[config.mk]
export PLATFORM = sky130hd
export DESIGN_NAME = zone_startup_block_timer_flat
export DESIGN_NICKNAME = d
export VERILOG_FILES = /design/src/hdl/zsbt_pkg.sv /design/src/hdl/zsbt_if.sv /design/src/hdl/zone_startup_block_timer.sv /design/src/hdl/zsbt_alu.sv /design/src/flat_wrapper.sv
export SDC_FILE = /design/constraint.sdc
export NUM_CORES = 1
export LEC_CHECK = 0
export BUFFER_PORTS_ARGS = -buffer_cell sky130_fd_sc_hd__buf_2
export CORE_MARGIN = 10
export CORE_UTILIZATION = 35
export CTS_CLUSTER_SIZE = 28
export DETAILED_ROUTE_END_ITERATION = 10
export PLACE_DENSITY_LB_ADDON = 0.25
export SLEW_MARGIN = 40
export SYNTH_ARGS = -nofsm -noshare
export SYNTH_HDL_FRONTEND = slang
export SYNTH_HIERARCHICAL = 1
export SYNTH_SLANG_ARGS = --single-unit
export TNS_END_PERCENT = 10
[constraint.sdc]
create_clock -name clk_i -period 18.16 [get_ports clk_i]
set_clock_uncertainty 0.1 [all_clocks]
set_input_delay 0 -clock clk_i [delete_from_list [all_inputs] [get_ports clk_i]]
set_output_delay 0 -clock clk_i [all_outputs]
set_load 0.01 [all_outputs]
[src/hdl/zsbt_pkg.sv]
// Shared types and constants for the zone start-up block timer.
package zsbt_pkg;

  localparam int unsigned MapW     = 48;
  localparam int unsigned ZoneFldW = 3;
  localparam int unsigned SecW     = 4;
  localparam int unsigned CountW   = 5;
  localparam int unsigned DurW     = 16;
  localparam int unsigned TimeW    = 32;
  localparam int unsigned RelW     = 33;
  localparam int unsigned CfgIdxW  = 2;

  typedef enum logic [1:0] {
    CMD_TICK  = 2'd0,
    CMD_GREEN = 2'd1,
    CMD_CROSS = 2'd2,
    CMD_NONE  = 2'd3
  } cmd_e;

  typedef enum logic [CfgIdxW-1:0] {
    REG_ZONE_MAP  = 2'd0,
    REG_SEC_COUNT = 2'd1,
    REG_BLOCK     = 2'd2,
    REG_GRACE     = 2'd3
  } reg_idx_e;

  localparam logic [CountW-1:0] SecCountRst = 5'd16;
  localparam logic [DurW-1:0]   BlockRst    = 16'd30;
  localparam logic [DurW-1:0]   GraceRst    = 16'd10;

  typedef enum logic [2:0] {
    ST_IDLE,
    ST_TICK_CMP,
    ST_WALK,
    ST_FLUSH
  } state_e;

  typedef enum logic {
    ALU_ADD,
    ALU_SUB
  } alu_op_e;

  typedef struct packed {
    alu_op_e         op;
    logic [RelW-1:0] a;
    logic [RelW-1:0] b;
  } alu_req_t;

endpackage

[src/hdl/zsbt_if.sv]
// Item channel interfaces: event input and permission result output.
interface zsbt_in_if
  import zsbt_pkg::*;
();
  logic             valid;
  logic             ready;
  logic [1:0]       cmd;
  logic [SecW-1:0]  section;
  logic [TimeW-1:0] now_time;

  modport source (output valid, cmd, section, now_time, input ready);
  modport sink   (input valid, cmd, section, now_time, output ready);
endinterface

interface zsbt_out_if
  import zsbt_pkg::*;
();
  logic            valid;
  logic            ready;
  logic [SecW-1:0] target_section;
  logic            permit;
  logic            last;

  modport source (output valid, target_section, permit, last, input ready);
  modport sink   (input valid, target_section, permit, last, output ready);
endinterface

[src/hdl/zone_startup_block_timer.sv]
// Top level: zone blocking sequencer with zone state and result buffering.
//
//  channel  dir  fields                                   handshake
//  evt_i    in   cmd, section, now_time                   valid/ready
//  res_o    out  target_section, permit, last             valid/ready
//  cfg      in   cfg_we_i, cfg_idx_i, cfg_data_i          write enable
//
// Crossing and ignored items end in the idle state. A green item on a
// mapped section walks all sections; a tick compares each zone's release
// time and walks the sections of each released zone, one section per cycle
// unless a result must move into a stalled output. One shared adder serves
// all release-time sums and compares. Reset clears all zone state at once.
module zone_startup_block_timer
  import zsbt_pkg::*;
#(
  parameter int unsigned SECTIONS = 16,
  parameter int unsigned ZONES    = 8
) (
  input  logic                clk_i,
  input  logic                rst_ni,
  input  logic                cfg_we_i,
  input  logic [CfgIdxW-1:0]  cfg_idx_i,
  input  logic [MapW-1:0]     cfg_data_i,
  zsbt_in_if.sink             evt_i,
  zsbt_out_if.source          res_o
);

  localparam int unsigned SW = $clog2(SECTIONS);
  localparam int unsigned ZW = (ZONES > 1) ? $clog2(ZONES) : 1;

  // configuration
  logic [MapW-1:0]   zone_map_q;
  logic [CountW-1:0] sec_count_q;
  logic [DurW-1:0]   block_q, grace_q;
  logic              cfg_clr;

  // zone state
  logic [ZONES-1:0]  blocked_q;
  logic [SecW-1:0]   owner_q [ZONES];
  logic [RelW-1:0]   rel_q   [ZONES];
  logic [TimeW-1:0]  last_tick_q, last_tick_d;

  // sequencer
  state_e            state_q, state_d;
  logic [ZW-1:0]     zc_q, zc_d;
  logic [SW-1:0]     sc_q, sc_d;
  logic [SecW-1:0]   excl_q, excl_d;
  logic              permit_q, permit_d;
  logic              is_tick_q, is_tick_d;
  logic [TimeW-1:0]  now_q, now_d;

  // pending result and output register
  logic              pend_v_q, pend_v_d;
  logic [SecW-1:0]   pend_sec_q, pend_sec_d;
  logic              out_v_q, out_v_d;
  logic [SecW-1:0]   out_sec_q, out_sec_d;
  logic              out_perm_q, out_perm_d;
  logic              out_last_q, out_last_d;

  // zone write port
  logic              zwr_en;
  logic [ZW-1:0]     zwr_idx;
  logic              zwr_blocked;
  logic [SecW-1:0]   zwr_owner;
  logic [RelW-1:0]   zwr_rel;

  alu_req_t          alu_req;
  logic [RelW:0]     alu_res;

  logic              accept;
  logic [ZoneFldW-1:0] in_entry, walk_entry;
  logic              in_zone_ok;
  logic [ZW-1:0]     in_zone, zaddr;
  logic              walk_member, walk_last, zone_last;
  logic              out_free, can_push, walk_stall, hit;
  logic              cross_ok;

  zsbt_alu u_alu (
    .req_i (alu_req),
    .res_o (alu_res)
  );

  // ---------------- decode ----------------
  assign accept   = evt_i.valid && evt_i.ready;
  assign in_entry = zone_map_q[ZoneFldW*evt_i.section +: ZoneFldW];
  assign in_zone_ok = ({1'b0, evt_i.section} < sec_count_q)
                   && ({1'b0, evt_i.section} < CountW'(SECTIONS))
                   && ({1'b0, in_entry} < 4'(ZONES));
  assign in_zone  = ZW'(in_entry);
  assign zaddr    = (state_q == ST_IDLE) ? in_zone : zc_q;

  assign walk_entry  = zone_map_q[ZoneFldW*sc_q +: ZoneFldW];
  assign walk_member = (CountW'(sc_q) < sec_count_q)
                    && (walk_entry == ZoneFldW'(zc_q))
                    && (SecW'(sc_q) != excl_q);
  assign walk_last   = (sc_q == SW'(SECTIONS - 1));
  assign zone_last   = (zc_q == ZW'(ZONES - 1));

  assign out_free   = !out_v_q || res_o.ready;
  assign can_push   = !pend_v_q || out_free;
  assign walk_stall = walk_member && !can_push;
  assign hit        = blocked_q[zc_q] && alu_res[RelW];
  assign cross_ok   = in_zone_ok && blocked_q[zaddr] && (owner_q[zaddr] == evt_i.section);
  assign cfg_clr    = cfg_we_i && ((cfg_idx_i == REG_ZONE_MAP) || (cfg_idx_i == REG_SEC_COUNT));

  // ---------------- next state ----------------
  always_comb begin
    state_d = state_q;
    unique case (state_q)
      ST_IDLE: begin
        if (accept && (evt_i.cmd == CMD_TICK)) begin
          state_d = ST_TICK_CMP;
        end else if (accept && (evt_i.cmd == CMD_GREEN) && in_zone_ok) begin
          state_d = ST_WALK;
        end
      end
      ST_TICK_CMP: begin
        if (hit) begin
          state_d = ST_WALK;
        end else if (zone_last) begin
          state_d = ST_FLUSH;
        end
      end
      ST_WALK: begin
        if (!walk_stall && walk_last) begin
          if (is_tick_q && !zone_last) begin
            state_d = ST_TICK_CMP;
          end else begin
            state_d = ST_FLUSH;
          end
        end
      end
      ST_FLUSH: begin
        if (!pend_v_q || out_free) begin
          state_d = ST_IDLE;
        end
      end
      default: state_d = ST_IDLE;
    endcase
  end

  // ---------------- outputs and datapath ----------------
  always_comb begin
    evt_i.ready = (state_q == ST_IDLE);
    alu_req     = '{op: ALU_ADD, a: '0, b: '0};
    zwr_en      = 1'b0;
    zwr_idx     = zaddr;
    zwr_blocked = blocked_q[zaddr];
    zwr_owner   = owner_q[zaddr];
    zwr_rel     = rel_q[zaddr];
    last_tick_d = last_tick_q;
    zc_d        = zc_q;
    sc_d        = sc_q;
    excl_d      = excl_q;
    permit_d    = permit_q;
    is_tick_d   = is_tick_q;
    now_d       = now_q;
    pend_v_d    = pend_v_q;
    pend_sec_d  = pend_sec_q;
    out_v_d     = out_v_q && !res_o.ready;
    out_sec_d   = out_sec_q;
    out_perm_d  = out_perm_q;
    out_last_d  = out_last_q;

    unique case (state_q)
      ST_IDLE: begin
        if (accept) begin
          unique case (evt_i.cmd)
            CMD_TICK: begin
              last_tick_d = evt_i.now_time;
              now_d       = evt_i.now_time;
              zc_d        = '0;
              permit_d    = 1'b1;
              is_tick_d   = 1'b1;
            end
            CMD_GREEN: begin
              alu_req = '{op: ALU_ADD, a: RelW'(evt_i.now_time), b: RelW'(block_q)};
              if (in_zone_ok) begin
                zwr_en      = 1'b1;
                zwr_blocked = 1'b1;
                zwr_owner   = evt_i.section;
                zwr_rel     = alu_res[RelW-1:0];
                zc_d        = in_zone;
                excl_d      = evt_i.section;
                sc_d        = '0;
                permit_d    = 1'b0;
                is_tick_d   = 1'b0;
              end
            end
            CMD_CROSS: begin
              alu_req = '{op: ALU_ADD, a: RelW'(last_tick_q), b: RelW'(grace_q)};
              if (cross_ok) begin
                zwr_en  = 1'b1;
                zwr_rel = alu_res[RelW-1:0];
              end
            end
            default: ;
          endcase
        end
      end
      ST_TICK_CMP: begin
        // borrow set means release time < now, i.e. now > release
        alu_req = '{op: ALU_SUB, a: rel_q[zc_q], b: RelW'(now_q)};
        if (hit) begin
          excl_d = owner_q[zc_q];
          sc_d   = '0;
        end else if (!zone_last) begin
          zc_d = ZW'(zc_q + 1'b1);
        end
      end
      ST_WALK: begin
        if (!walk_stall) begin
          if (walk_member) begin
            if (pend_v_q) begin
              out_v_d    = 1'b1;
              out_sec_d  = pend_sec_q;
              out_perm_d = permit_q;
              out_last_d = 1'b0;
            end
            pend_v_d   = 1'b1;
            pend_sec_d = SecW'(sc_q);
          end
          sc_d = SW'(sc_q + 1'b1);
          if (walk_last && is_tick_q) begin
            zwr_en      = 1'b1;
            zwr_idx     = zc_q;
            zwr_blocked = 1'b0;
            zwr_owner   = '0;
            zwr_rel     = '0;
            if (!zone_last) begin
              zc_d = ZW'(zc_q + 1'b1);
            end
          end
        end
      end
      ST_FLUSH: begin
        if (pend_v_q && out_free) begin
          out_v_d    = 1'b1;
          out_sec_d  = pend_sec_q;
          out_perm_d = permit_q;
          out_last_d = 1'b1;
          pend_v_d   = 1'b0;
        end
      end
      default: ;
    endcase
  end

  assign res_o.valid          = out_v_q;
  assign res_o.target_section = out_sec_q;
  assign res_o.permit         = out_perm_q;
  assign res_o.last           = out_last_q;

  // ---------------- registers ----------------
  always_ff @(posedge clk_i or negedge rst_ni) begin
    if (!rst_ni) begin
      zone_map_q  <= '0;
      sec_count_q <= SecCountRst;
      block_q     <= BlockRst;
      grace_q     <= GraceRst;
    end else if (cfg_we_i) begin
      unique case (cfg_idx_i)
        REG_ZONE_MAP:  zone_map_q  <= cfg_data_i;
        REG_SEC_COUNT: sec_count_q <= cfg_data_i[CountW-1:0];
        REG_BLOCK:     block_q     <= cfg_data_i[DurW-1:0];
        REG_GRACE:     grace_q     <= cfg_data_i[DurW-1:0];
        default: ;
      endcase
    end
  end

  always_ff @(posedge clk_i or negedge rst_ni) begin
    if (!rst_ni) begin
      blocked_q <= '0;
      for (int z = 0; z < ZONES; z++) begin
        owner_q[z] <= '0;
        rel_q[z]   <= '0;
      end
    end else if (cfg_clr) begin
      blocked_q <= '0;
      for (int z = 0; z < ZONES; z++) begin
        owner_q[z] <= '0;
        rel_q[z]   <= '0;
      end
    end else if (zwr_en) begin
      blocked_q[zwr_idx] <= zwr_blocked;
      owner_q[zwr_idx]   <= zwr_owner;
      rel_q[zwr_idx]     <= zwr_rel;
    end
  end

  always_ff @(posedge clk_i or negedge rst_ni) begin
    if (!rst_ni) begin
      state_q     <= ST_IDLE;
      last_tick_q <= '0;
      pend_v_q    <= 1'b0;
      out_v_q     <= 1'b0;
    end else begin
      state_q     <= state_d;
      last_tick_q <= last_tick_d;
      pend_v_q    <= pend_v_d;
      out_v_q     <= out_v_d;
    end
  end

  always_ff @(posedge clk_i) begin
    zc_q       <= zc_d;
    sc_q       <= sc_d;
    excl_q     <= excl_d;
    permit_q   <= permit_d;
    is_tick_q  <= is_tick_d;
    now_q      <= now_d;
    pend_sec_q <= pend_sec_d;
    out_sec_q  <= out_sec_d;
    out_perm_q <= out_perm_d;
    out_last_q <= out_last_d;
  end

  // ---------------- assertions ----------------
  a_idle_no_pending: assert property (@(posedge clk_i) disable iff (!rst_ni)
    evt_i.ready |-> !pend_v_q)
    else $error("pending result left over while taking a new item");

  a_flush_marks_last: assert property (@(posedge clk_i) disable iff (!rst_ni)
    (state_q == ST_FLUSH && pend_v_q && out_free) |=> (res_o.valid && res_o.last))
    else $error("final result not marked last");

  a_cfg_clears_zones: assert property (@(posedge clk_i) disable iff (!rst_ni)
    cfg_clr |=> (blocked_q == '0))
    else $error("map or count write did not clear zones");

  a_walk_holds_on_stall: assert property (@(posedge clk_i) disable iff (!rst_ni)
    (state_q == ST_WALK && walk_stall) |=> ($stable(sc_q) && state_q == ST_WALK))
    else $error("section walk moved while result path was full");

endmodule

[src/hdl/zsbt_alu.sv]
// Shared add / compare unit for release-time arithmetic.
module zsbt_alu
  import zsbt_pkg::*;
(
  input  alu_req_t        req_i,
  output logic [RelW:0]   res_o
);

  // On subtract, res_o[RelW] is the borrow: set when a < b.
  always_comb begin
    unique case (req_i.op)
      ALU_ADD: res_o = {1'b0, req_i.a} + {1'b0, req_i.b};
      ALU_SUB: res_o = {1'b0, req_i.a} - {1'b0, req_i.b};
      default: res_o = '0;
    endcase
  end

endmodule

[src/flat_wrapper.sv]
// flat-port wrapper written by rule: the top's interface ports become plain ports
module zone_startup_block_timer_flat import zsbt_pkg::*;
#(
  parameter int unsigned SECTIONS = 16,
  parameter int unsigned ZONES    = 8
)
  (clk_i, rst_ni, cfg_we_i, cfg_idx_i, cfg_data_i, evt_i_valid, evt_i_cmd, evt_i_section, evt_i_now_time, evt_i_ready, res_o_valid, res_o_target_section, res_o_permit, res_o_last, res_o_ready);
  zsbt_in_if evt_i_i ();
  zsbt_out_if res_o_i ();
  input  logic clk_i;
  input  logic rst_ni;
  input  logic cfg_we_i;
  input  logic [CfgIdxW-1:0] cfg_idx_i;
  input  logic [MapW-1:0] cfg_data_i;
  input wire logic [$bits(evt_i_i.valid)-1:0] evt_i_valid;
  input wire logic [$bits(evt_i_i.cmd)-1:0] evt_i_cmd;
  input wire logic [$bits(evt_i_i.section)-1:0] evt_i_section;
  input wire logic [$bits(evt_i_i.now_time)-1:0] evt_i_now_time;
  output wire logic [$bits(evt_i_i.ready)-1:0] evt_i_ready;
  output wire logic [$bits(res_o_i.valid)-1:0] res_o_valid;
  output wire logic [$bits(res_o_i.target_section)-1:0] res_o_target_section;
  output wire logic [$bits(res_o_i.permit)-1:0] res_o_permit;
  output wire logic [$bits(res_o_i.last)-1:0] res_o_last;
  input wire logic [$bits(res_o_i.ready)-1:0] res_o_ready;
  assign evt_i_i.valid = evt_i_valid;
  assign evt_i_i.cmd = evt_i_cmd;
  assign evt_i_i.section = evt_i_section;
  assign evt_i_i.now_time = evt_i_now_time;
  assign evt_i_ready = evt_i_i.ready;
  assign res_o_valid = res_o_i.valid;
  assign res_o_target_section = res_o_i.target_section;
  assign res_o_permit = res_o_i.permit;
  assign res_o_last = res_o_i.last;
  assign res_o_i.ready = res_o_ready;
  zone_startup_block_timer #(.SECTIONS(SECTIONS), .ZONES(ZONES)) u_core (.clk_i(clk_i), .rst_ni(rst_ni), .cfg_we_i(cfg_we_i), .cfg_idx_i(cfg_idx_i), .cfg_data_i(cfg_data_i), .evt_i(evt_i_i), .res_o(res_o_i));
endmodule
==> results of run 1 <==
layout make-up:
| class | instances | area, µm² | share of cell area (%) |
|---|---|---|---|
| multi-input cells | 1990 | 14650 | 45.50 |
| repair buffers | 243 | 1952 | 6.063 |
| clock inverters | 35 | 449.2 | 1.395 |
| well taps | 1050 | 1314 | 4.081 |
| inverters | 38 | 142.6 | 0.4431 |
| clock buffers | 63 | 1424 | 4.423 |
| flip-flops and latches | 479 | 12270 | 38.10 |
metal layers:
layer  share of wire [%]  global-route usage, %
met2                  45                  31.47
met1                  43                  27.49
met3                 9.0                  4.198
met5               0.014                      0
met4                 3.1                  7.039
logic make-up (layout without fill, tap and decap cells):
kind of cell | after synthesis | count (layout)
and+or+nand+nor | 877 | 877
xor gates and xnor gates | 69 | 69
adders and majority gates | 51 | 51
AOI/OAI and AO/OA | 744 | 744
buffers and inverters | 262 | 379
muxes | 247 | 247
DFF | 479 | 479
other | 1 | 2
through the flow:
stage | instance area, µm² | setup WS [ps] | std cells | power [W]
after floorplan | 27940 | 11940 | 2731 | 0.003010
after global placement | 29190 | 11750 | 3698 | 0.003707
after detailed placement | 29340 | 11630 | 3704 | 0.003749
after CTS | 32190 | 11620 | 3898 | 0.004950
after global routing | 32190 | 11170 | 3898 | 0.005247
final | 32190 | 11640 | 3898 | 0.004969
flip-flops by register name, indices dropped and copies added (netlist names):
signal / count
u_core/grace_q: 16
u_core/blocked_q: 8
u_core/pend_v_q: 1
u_core/is_tick_q: 1
u_core/rel_q: 264
u_core/owner_q: 32
u_core/zone_map_q: 48
u_core/excl_q: 4
u_core/res_o.last: 1
u_core/res_o.permit: 1
u_core/res_o.valid: 1
u_core/sec_count_q: 5
u_core/last_tick_q: 32
u_core/pend_sec_q: 4
u_core/state_q: 2
u_core/zc_q: 3
u_core/sc_q: 4
u_core/block_q: 16
u_core/now_q: 32
u_core/res_o.target_section: 4
cell usage in the layout (no fill, tap or decap), types with 53 or more instances in the layout:
cell	instances
a21oi_1	62
buf_2	99
nand3_1	152
clkbuf_16	53
dfrtp_1	418
dlygate4sd3_1	95
a22oi_1	55
nand2_1	415
o21ai_0	144
xnor2_1	53
a22o_1	315
nor2_1	174
mux2_2	118
edfxtp_1	54
mux4_2	88
cell usage after synthesis (all sizes together), types with 8 or more instances:
master and number:
dfrtp 418, nand2 417, a22o 345, nor2 181, o21ai 157, nand3 153
clkbuf 128, mux2 118, buf 96, mux4 88, a21oi 74, a22oi 55
edfxtp 54, xnor2 53, ha 50, mux2i 41, inv 37, and2 27
nand2b 16, xor2 16, nand4 15, nor3 14, a21o 12, nor2b 12
a211oi 11, nor4 11, o21a 9, a31oi 8, and3 8, o211ai 8
worst max path at each step:
| stage | end | cells after the start | from | slack, ps |
|---|---|---|---|---|
| 3_5_place_dp | u_core/zc_q[0]$_DFFE_PP_ | 23 | u_core/state_q[0]$_DFFE_PN0P_ | 11630 |
| 4_1_cts | u_core/zc_q[2]$_DFFE_PP_ | 23 | u_core/state_q[0]$_DFFE_PN0P_ | 11620 |
| 5_1_grt | u_core/zc_q[0]$_DFFE_PP_ | 23 | u_core/state_q[0]$_DFFE_PN0P_ | 11170 |
| 6_report | u_core/zc_q[2]$_DFFE_PP_ | 23 | u_core/state_q[0]$_DFFE_PN0P_ | 11640 |
| 3_3_place_gp | u_core/zc_q[0]$_DFFE_PP_ | 23 | u_core/state_q[0]$_DFFE_PN0P_ | 11750 |
| 2_1_floorplan | u_core/zc_q[0]$_DFFE_PP_ | 29 | u_core/state_q[0]$_DFFE_PN0P_ | 11940 |
worst max-delay path, stage by stage (launching register included):
cell      delay, ps
dfrtp_1         440
inv_1            90
ha_1            220
nand3_1          80
buf_4           420
o21ai_0         340
nor4_2          410
and2_1          280
nor4b_2         400
and2_1          420
nor2_1          100
xnor2_1         170
ha_1            370
nand2_1         190
a211oi_1         60
o21ai_1          90
o211ai_1        150
o41ai_2         440
or4b_1          480
o211a_1         180
nand2_1         110
inv_1            50
a222oi_1        290
and4b_1         330
where the power goes:
group	switching, W	total (W)	internal (W)
sequential	0.0000874	0.00130	0.00121
combinational	0.00167	0.00250	0.000832
clock	0.000476	0.00117	0.000691
total	0.00223	0.00497	0.00274
repair_timing:
item                                    4_1_cts  5_1_grt
hold buffers                                 96        0
endpoints found under the setup margin        0        0
hold endpoints to repair                    284        0
==> impl_metrics.tcl, run 1 <==
set metrics [dict create \
    hold_viol 0 \
    core_area_um2 79000 \
    critPathLaunchType "flop" \
    r2r_cells 23 \
    worst_ep_arrival_time_ps 6740 \
    rows 103 \
    synthCells 2730 \
    vias 23320 \
    overflow 0 \
    yosys.area.top_type "dfrtp_1" \
    synth_edf_count 54 \
    setup_viol 0 \
    cts_max_level 2 \
    viasPerCell 5.982 \
    die_y_um 302.5 \
    drv_slew 0 \
    worstPathRequired_ps 18370 \
    first_iter_violations 2678 \
    cts_num_sinks 479 \
    final_layout_size_suffix_gt1_share_pct 18.54 \
    numCtsBuffers 52 \
    synthSimpleGateAreaFrac_pct 13.85 \
    synthToLayoutAreaGrowth_pct 15.24 \
    netlist_top_cells_area "dfrtp_1 (37%), a22o_1 (9.9%), mux4_2 (7.1%)" \
    synth.distinct_cells 87 \
    synthAdderAreaFrac_pct 2.311 \
    grtUsageTotal_pct 20.16 \
    post-route-period-util_pct 35.91 \
    worstReg2RegStart "u_core/state_q[0]$_DFFE_PN0P_" \
    cts_resized 0 \
    path_class "reg -> reg" \
    dieArea_um2 91520 \
    whs_ps 17.82 \
    cts_tree "yes" \
    fin_nets 2948 \
    clockRootBuffer "clkbuf_16" \
    holdPathStages 2 \
    drv_cap 0 \
    reg2reg_setup_slack_ps 11640 \
    path_clk_slew_ps 70 \
    synth.avg_cell_area_um2 10.23 \
    synth_compound_area_share_pct 20.00 \
    wl_mm 94.27 \
    p_leak_nw 13.77 \
    postLayoutCoreUtil_pct 40.75 \
    nFillCells 7437 \
    finalSetupTns_ps 0 \
    grt_pass1_wl_mm 144.5 \
    r2r_end "u_core/zc_q[2]$_DFFE_PP_" \
    fmax_ghz 0.1533 \
    peakVddDrop_v 0.0001057 \
    worstHoldEndpoint "u_core/now_q[20]$_DFFE_PP_" \
    grt_pass1_vias 23460 \
    hpwl_mm 57.40 \
    endpoint_kind "flop" \
    muxShareOfSynthArea_pct 13.32 \
    syn_area_um2 27940 \
    worstPathMaxFanout 49 \
    ys.warnings.count 6 \
    post-cts-setup-buffers 0 \
    portBuffers 100 \
    relSlewSlack_pct 42.68 \
    antenna_found_initial 1 \
    synthArstFlopShare_pct 88.73 \
    hp-class "in -> reg" \
    cts_buffer_depth 3 \
    die_x_um 302.5 \
    synth_xor_area_share_pct 2.163 \
    clk_latency_ps 620 \
    synth_flop_cell "dfrtp_1" \
    ys_seq_area_share_pct 43.91 \
    min_from "evt_i_now_time[20]" \
    drt.antenna.violating_nets 0 \
    synth_top_area_share_pct 37.44 \
    firstDrtPassIters 8 \
    rsz0062_at_grt "no" \
    tightest_slew_ps 859.8 \
    pwr_density_cell_nw_per_um2 154.4 \
    pin_count 101 \
    synth_top_family_by_area "compound AO/OA/AOI/OAI gates" \
    wl_per_cell_um 24.18 \
    min_period_ps 6522 \
    diodes 0 \
    drc 0 \
    initial_core_util_pct 35.36 \
    grt_max_degree 99 \
    ys_ff_latch 479 \
    outcome "finished, final reports clean" \
    gp_congestion 0.9210 \
]
No activity file was read; power rests on OpenSTA's default activity.
==> inputs of run 2 (changes only) <==
- clock period: 18.16 -> 5.54 ns (I/O delays scaled with it)
==> run 2 against run 1 <==
Net effect: setup slack worse by 11000 ps; sequential share of layout area down 1.5 points; register-to-register slack worse by 11000 ps; highest routed layer is now met4; sequential power rose to 3.3 times the previous value; largest cell class unchanged.
==> impl_metrics.tcl, run 2 (same netlist as run 1, synthesis figures left out) <==
set metrics [dict create \
    outcome "finished, final reports clean" \
    hp-class "in -> reg" \
    grt_pass1_vias 23810 \
    clk_latency_ps 640 \
    dieArea_um2 91520 \
    rsz0062_at_grt "no" \
    final_layout_size_suffix_gt1_share_pct 21.92 \
    drt.antenna.violating_nets 0 \
    nFillCells 7390 \
    top_register "u_core/rel_q" \
    min_period_ps 5387 \
    fin_nets 3060 \
    final_common_cell "dfrtp_1" \
    overflow 0 \
    drv_cap 0 \
    pin_count 101 \
    core_area_um2 79000 \
    worstPathRequired_ps 6000 \
    reg2reg_setup_slack_ps 150 \
    cp_num_buf_inv 3 \
    critPathLaunchType "flop" \
    p_leak_nw 14.44 \
    grt_pass1_wl_mm 148.2 \
    wl_mm 96.73 \
    path_common_cell "buf_4" \
    gp_congestion 0.9155 \
    die_x_um 302.5 \
    largest_register_ff_count 264 \
    finalSetupTns_ps 0 \
    cp_top_family "simple AND/OR/NAND/NOR gates" \
    antenna_found_initial 1 \
    drc 0 \
    drv_slew 0 \
    cts_tree "yes" \
    cts_buffer_depth 3 \
    worst_ep_arrival_time_ps 5840 \
    cpPeakStageDelay_ps 620 \
    hpwl_mm 62.19 \
    whs_ps 27.21 \
    cts_num_sinks 479 \
    firstDrtPassIters 6 \
    grt_max_degree 118 \
    hold_viol 0 \
    clockRootBuffer "clkbuf_16" \
    top_regs "u_core/rel_q: 264 flops, u_core/zone_map_q: 48 flops" \
    post-route-period-util_pct 97.24 \
    tightest_slew_ps 907.6 \
    pwr_density_cell_nw_per_um2 504.6 \
    initial_core_util_pct 35.36 \
    die_y_um 302.5 \
    endpoint_kind "flop" \
    cp_cell_sequence "inv_1, ha_2, buf_4, nor2b_1, nor3b_2, or2_1, a2111oi_0, or4_1, xnor2_1, or4b_4, o41ai_4, a41o_2, and3_2, buf_4, a22o_1" \
    wl_per_cell_um 24.11 \
    synthToLayoutAreaGrowth_pct 19.87 \
    rows 103 \
    peakVddDrop_v 0.0002928 \
    grtUsageTotal_pct 20.68 \
    vias 23700 \
    slowest_stage "or4_1" \
    setup_viol 0 \
    relSlewSlack_pct 39.36 \
    viasPerCell 5.908 \
    fmax_ghz 0.1856 \
    numCtsBuffers 53 \
    first_iter_violations 2237 \
    portBuffers 100 \
    final_cell_mix "dfrtp_1 (418), nand2_1 (413), a22o_1 (315)" \
    path_class "reg -> reg" \
    worstPathMaxFanout 29 \
    cts_max_level 2 \
    path_clk_slew_ps 60 \
]
[run 2: per-stage QoR]
stage                     total power (W)  util, %  setup slack (ps)  instance area (µm²)  std cells
after global placement            0.01275    38.47             130.5                30390       3796
after floorplan                  0.009923        -             43.15                28010       2731
after CTS                         0.01670    42.17             72.17                33320       4001
after global routing              0.01784    42.39             9.088                33490       4012
after detailed placement          0.01286    38.53             96.20                30440       3798
final                             0.01690    42.39             153.0                33490       4012
[run 2: timing repair]
action / in CTS / in global routing
resized for setup: 0 / 18
hold endpoints to repair: 599 / 0
hold buffers: 103 / 0
buffers inserted: 0 / 9
setup endpoints to repair: 0 / 182
[run 2: path summary, 6_finish.rpt]
kind,startpoint,to,cells after the start
setup / recovery,u_core/state_q[1]$_DFFE_PN0P_,u_core/rel_q[97]$_DFFE_PN0P_,15
hold / removal,evt_i_now_time[26],u_core/now_q[26]$_DFFE_PP_,2
setup reg to reg,u_core/state_q[1]$_DFFE_PN0P_,u_core/rel_q[97]$_DFFE_PN0P_,15
hold reg to reg,u_core/pend_sec_q[1]$_DFFE_PP_,u_core/res_o.target_section[1]$_DFFE_PP_,0
max in group asynchronous,rst_ni,u_core/rel_q[133]$_DFFE_PN0P_,4
min in group asynchronous,rst_ni,u_core/rel_q[38]$_DFFE_PN0P_,4
[run 2: worst register-to-register path, stage by stage (launching register included)]
cell and delay [ps]:
dfrtp_1 390, inv_1 110, ha_2 220, buf_4 310, nor2b_1 300, nor3b_2 320
or2_1 330, a2111oi_0 160, or4_1 620, xnor2_1 190, or4b_4 520, o41ai_4 490
a41o_2 410, and3_2 410, buf_4 280, a22o_1 160
[run 2: report_power, final]
part / leakage (nW) / internal, W / switching, W / total [W]
logic: 7.36 / 0.00323 / 0.00570 / 0.00893
registers: 6.18 / 0.00398 / 0.000280 / 0.00426
clock network: 0.897 / 0.00216 / 0.00155 / 0.00371
[run 2: layout make-up]
type,instances,area (µm²),share of cell area (%)
antenna,1,2.502,0.007473
clock buffer,82,1585,4.734
clock inverter,18,247.7,0.7398
inverter,38,142.6,0.4259
multi-input combinational,1990,14770,44.10
sequential,479,12270,36.63
tap,1050,1314,3.923
timing repair buffer,354,3163,9.446
[run 2: metal layers]
layer | part of all wire, % | vias up | global-route usage, %
met3 | 8.4 | 178 | 4.753
met4 | 2.7 | 0 | 6.628
li1 | - | 10490 | -
met5 | 0 | - | 0
met2 | 46 | 1033 | 32.40
met1 | 43 | 12010 | 28.04
